## src/rtl/scpgm_pkg.sv

```systemverilog
package scpgm_pkg;

  localparam int unsigned PanTableDepthDef = 256;
  localparam int unsigned MaxBlockLenDef   = 4096;

  // field widths
  localparam int unsigned SampleW  = 24;
  localparam int unsigned BusW     = 28;
  localparam int unsigned GainW    = 16;
  localparam int unsigned PanW     = 16;
  localparam int unsigned CoeffW   = 17;
  localparam int unsigned DecayW   = 16;
  localparam int unsigned LenW     = 13;
  localparam int unsigned RecipW   = 17;
  localparam int unsigned MeterW   = 17;
  localparam int unsigned RampW    = 24;
  localparam int unsigned TabW     = 16;
  localparam int unsigned CfgIdxW  = 3;
  localparam int unsigned CfgDataW = 17;
  localparam int unsigned InDataW  = 104;
  localparam int unsigned OutDataW = 80;

  // shared multiplier operands
  localparam int unsigned MulAW = 25;
  localparam int unsigned MulBW = 25;
  localparam int unsigned MulPW = MulAW + MulBW;

  // register reset values
  localparam logic [GainW-1:0]         TargetGainRst = 16'd13107;
  localparam logic signed [PanW-1:0]   TargetPanRst  = 16'sd0;
  localparam logic [CoeffW-1:0]        SmoothRst     = 17'd65536;
  localparam logic [DecayW-1:0]        DecayRst      = 16'd65470;
  localparam logic [LenW-1:0]          BlockLenRst   = 13'd512;
  localparam logic [RecipW-1:0]        RecipRst      = 17'd128;

  // limits
  localparam logic [CoeffW-1:0] CoeffMin = 17'd3277;
  localparam logic [CoeffW-1:0] CoeffMax = 17'd65536;
  localparam logic [DecayW-1:0] DecayMin = 16'd32768;
  localparam logic [DecayW-1:0] DecayMax = 16'd65470;
  localparam logic [RecipW-1:0] RecipMax = 17'd65536;
  localparam int unsigned       PanRound = 32767;

  typedef enum logic [CfgIdxW-1:0] {
    CFG_TARGET_GAIN,
    CFG_TARGET_PAN,
    CFG_SMOOTH_COEFF,
    CFG_METER_DECAY,
    CFG_BLOCK_LEN,
    CFG_BLOCK_LEN_RECIP,
    CFG_MONO_SOURCE,
    CFG_BUS_STEREO
  } cfg_idx_e;

  typedef enum logic [4:0] {
    S_IDLE,
    S_IDX_S,
    S_DIV_S,
    S_ROM_S,
    S_GL_S,
    S_GR_S,
    S_SM_G,
    S_SM_P,
    S_PAN_U,
    S_IDX_E,
    S_DIV_E,
    S_ROM_E,
    S_GL_E,
    S_GR_E,
    S_ST_L,
    S_ST_R,
    S_ST_C,
    S_MUL_L,
    S_MUL_R,
    S_FIN,
    S_MET
  } state_e;

  typedef struct packed {
    logic                     en;
    logic signed [MulAW-1:0]  a;
    logic signed [MulBW-1:0]  b;
  } mul_req_t;

endpackage

```

## src/rtl/scpgm_mul.sv

```systemverilog
module scpgm_mul (
  input  logic                                    clk_i,
  input  scpgm_pkg::mul_req_t                     req_i,
  output logic signed [scpgm_pkg::MulPW-1:0]      prod_o
);

  logic signed [scpgm_pkg::MulPW-1:0] prod_q;

  // product holds until the next issue
  always_ff @(posedge clk_i) begin
    if (req_i.en) begin
      prod_q <= req_i.a * req_i.b;
    end
  end

  assign prod_o = prod_q;

endmodule

```

## config.mk

```make
export PLATFORM = sky130hd
export DESIGN_NAME = scpgm_mul
export DESIGN_NICKNAME = d
export VERILOG_FILES = /design/src/rtl/scpgm_pkg.sv /design/src/rtl/scpgm_mul.sv
export SDC_FILE = /design/constraint.sdc
export NUM_CORES = 2
export LEC_CHECK = 0
export CAP_MARGIN = 20
export CORE_AREA = 2 2 206 208
export DETAILED_ROUTE_END_ITERATION = 10
export DIE_AREA = 0 0 208 210
export DONT_BUFFER_PORTS = 1
export GPL_TIMING_DRIVEN = 0
export PLACE_DENSITY = 0.75
export SLEW_MARGIN = 20
export SYNTH_ARGS = -nofsm -noshare
export SYNTH_HDL_FRONTEND = slang
export SYNTH_SLANG_ARGS = --single-unit
```

## constraint.sdc

```tcl
create_clock -name clk_i -period 9.4 [get_ports clk_i]
set_input_delay 1.41 -clock clk_i [delete_from_list [all_inputs] [get_ports clk_i]]
set_output_delay 1.41 -clock clk_i [all_outputs]
set_load 0.05 [all_outputs]
```

==> flow_summary.ini <==
[floorplanning]
row_count = 75
start_util = 0.591
die_width_um = 208
core_area_mm2 = 0.0415
die_h_um = 210
dieArea_mm2 = 0.0437
ios = 102

[global_route]
overflow = 0
grt_pass1_vias = 19400
grt_pass1_wl_um = 122000
antenna_found_initial = 12
grt_max_degree = 51
gr-usage-all-layers = 0.392

[setup_path]
endpoint_kind = flip-flop
endpoint = prod_o[48]
crit_arrival_ps = 9220
critPathMaxFanout = 10
start_kind = input pin
crit_start = req_i[1]
cp.required_ps = 9500
path_class = in2reg

[cts]
clkTransAtPathRegs_ps = 80
htree_levels = 2
cts_root_buf = clkbuf_16
clkSinkCount = 50
clockBufferDepth = 2
numCtsBuffers = 5
cts_tree = done

[synth]
ys_seq_area_frac = 0.0612
synthMostInstantiatedCell = inv_1
synth.avg_cell_area_um2 = 9.57
netlist_area_mm2 = 0.0245
ys_top_cells_by_area = fa_1, inv_1, and2_1
synth.distinct_cells = 48
yosysWarnings = 0
synthFlopType = edfxtp_1
syn_inst = 2562
synth_fp_nets = 3413
synth_top_cell_by_area = fa_1
synth-seq-cells = 50
synth_top_area_share = 0.537
synth_commonest_cells = inv_1, fa_1, and2_1
postSynth.asyncResetShare = 0
synth_enable_flop_cells = 50

[detailed_routing]
dr.pass1.iters = 6
ant_nets = 0
wire_per_inst_um = 26.0
via_count = 17700
viasPerCell = 5.69
drtIter0Drc = 1415
drc = 0
finalWirelength_um = 80900

[place]
gp_congestion = 1.03
portBuffers = 0
hpwl_um = 67700

[cells_and_area]
final_layout_size_suffix_gt1_frac = 0.00778
final_nets = 3420
largest_reg_flops = 50
area_delta_synth_final_pct = 3.47
fill_cells = 3575

[sta]
fin_tns_setup_ps = 0
final-hold-violation-count = 0
hold_ws_ps = 1170
period_minus_slack_ps = 9120
setup_viol = 0
max_freq_mhz = 110
rsz0062_at_grt = no
final_max_slew_viol_count = 0
slew_headroom = 0.305
period_share = 0.970
worst_pin_slew_ps = 1040

[hold_path]
hold_path_class = in2reg

[run_status]
outcome = finished, final reports clean

[flow_run]
cap_violations = 0
-- metrics by stage --
| step | instances | worst slack (ps) | utilization | cell area [um^2] |
|---|---|---|---|---|
| final | 3115 | 284 | 0.612 | 25400 |
| after global routing | 3110 | 55.1 | 0.611 | 25400 |
| after CTS | 3109 | 202 | 0.611 | 25400 |
| after detailed placement | 3101 | -357 | 0.608 | 25200 |
| after global placement | 3101 | -256 | 0.608 | 25200 |
| after floorplan | 2562 | 1230 | - | 24500 |
-- repair_timing --
| item | in CTS | in global routing |
|---|---|---|
| hold buffers | 0 | 0 |
| pin swaps | 0 | 0 |
| gates resized for setup | 1 | 1 |
| endpoints found under the setup margin | 1 | 2 |
| buffers inserted | 0 | 0 |
-- metal layers --
metal	up-vias	global-route usage	routed length, um
li1	7348	-	-
met1	9277	0.481	28800
met2	856	0.673	40500
met3	242	0.0693	6520
met4	4	0.194	5020
met5	-	0	26
-- worst max-delay path, stage by stage --
cell	delay [ps]
clkbuf_1	680
nand2_1	220
inv_1	190
fa_1	530
inv_1	180
fa_2	570
inv_1	180
fa_1	490
fa_1	530
fa_1	570
fa_1	430
fa_1	440
ha_1	280
clkbuf_1	320
nand4_1	180
a211o_1	260
a21oi_1	180
a21oi_2	170
o41ai_2	640
a41oi_1	360
o21ai_1	290
xor2_1	100
-- logic make-up (layout without fill, tap and decap cells) --
family                   after synthesis  after routing  share of synthesized area
other                                  0              6                          0
buffers and inverters                803            811                      0.123
flip-flops                            50             50                     0.0612
XOR/XNOR                              58             58                     0.0207
multiplexers                           1              1                   0.000459
AO/OA/AOI/OAI                        137            137                     0.0386
adder cells (fa/ha/maj)              799            799                      0.609
AND/OR/NAND/NOR                      714            714                      0.147
-- placed cells by master (no fill, tap or decap), types with 7 or more instances in the layout --
master / instances
o21ai_0: 19
a21o_1: 22
xor2_1: 19
fa_1: 655
clkbuf_1: 104
nand2b_1: 11
nand4_1: 8
xnor2_1: 39
nor2b_1: 21
edfxtp_1: 50
o21ai_1: 7
nor2_1: 30
a21oi_1: 43
ha_1: 141
o21bai_1: 7
inv_1: 699
and2_1: 320
nand2_1: 308
-- how the worst min path moves through the flow --
stage | start | cells past startpoint | to
2_1_floorplan | req_i[50] | 0 | prod_o[0]
3_3_place_gp | req_i[50] | 0 | prod_o[45]
3_5_place_dp | req_i[50] | 0 | prod_o[45]
4_1_cts | req_i[50] | 0 | prod_o[45]
5_1_grt | req_i[50] | 0 | prod_o[46]
6_report | req_i[50] | 0 | prod_o[48]
-- layout make-up --
type                    instances  area (um^2)  area share
diodes                          6         15.0    0.000592
flip-flops and latches         50         1500      0.0592
well taps                     539          674      0.0266
multi-input cells            1709        20000       0.789
clock inverters                 3         28.8     0.00113
clock buffers                   5          125     0.00493
inverters                     699         2620       0.103
plain buffers                 104          390      0.0154
Power is not shown: default switching activity piles up to over one toggle a cycle in this logic, so the estimate is an artifact.
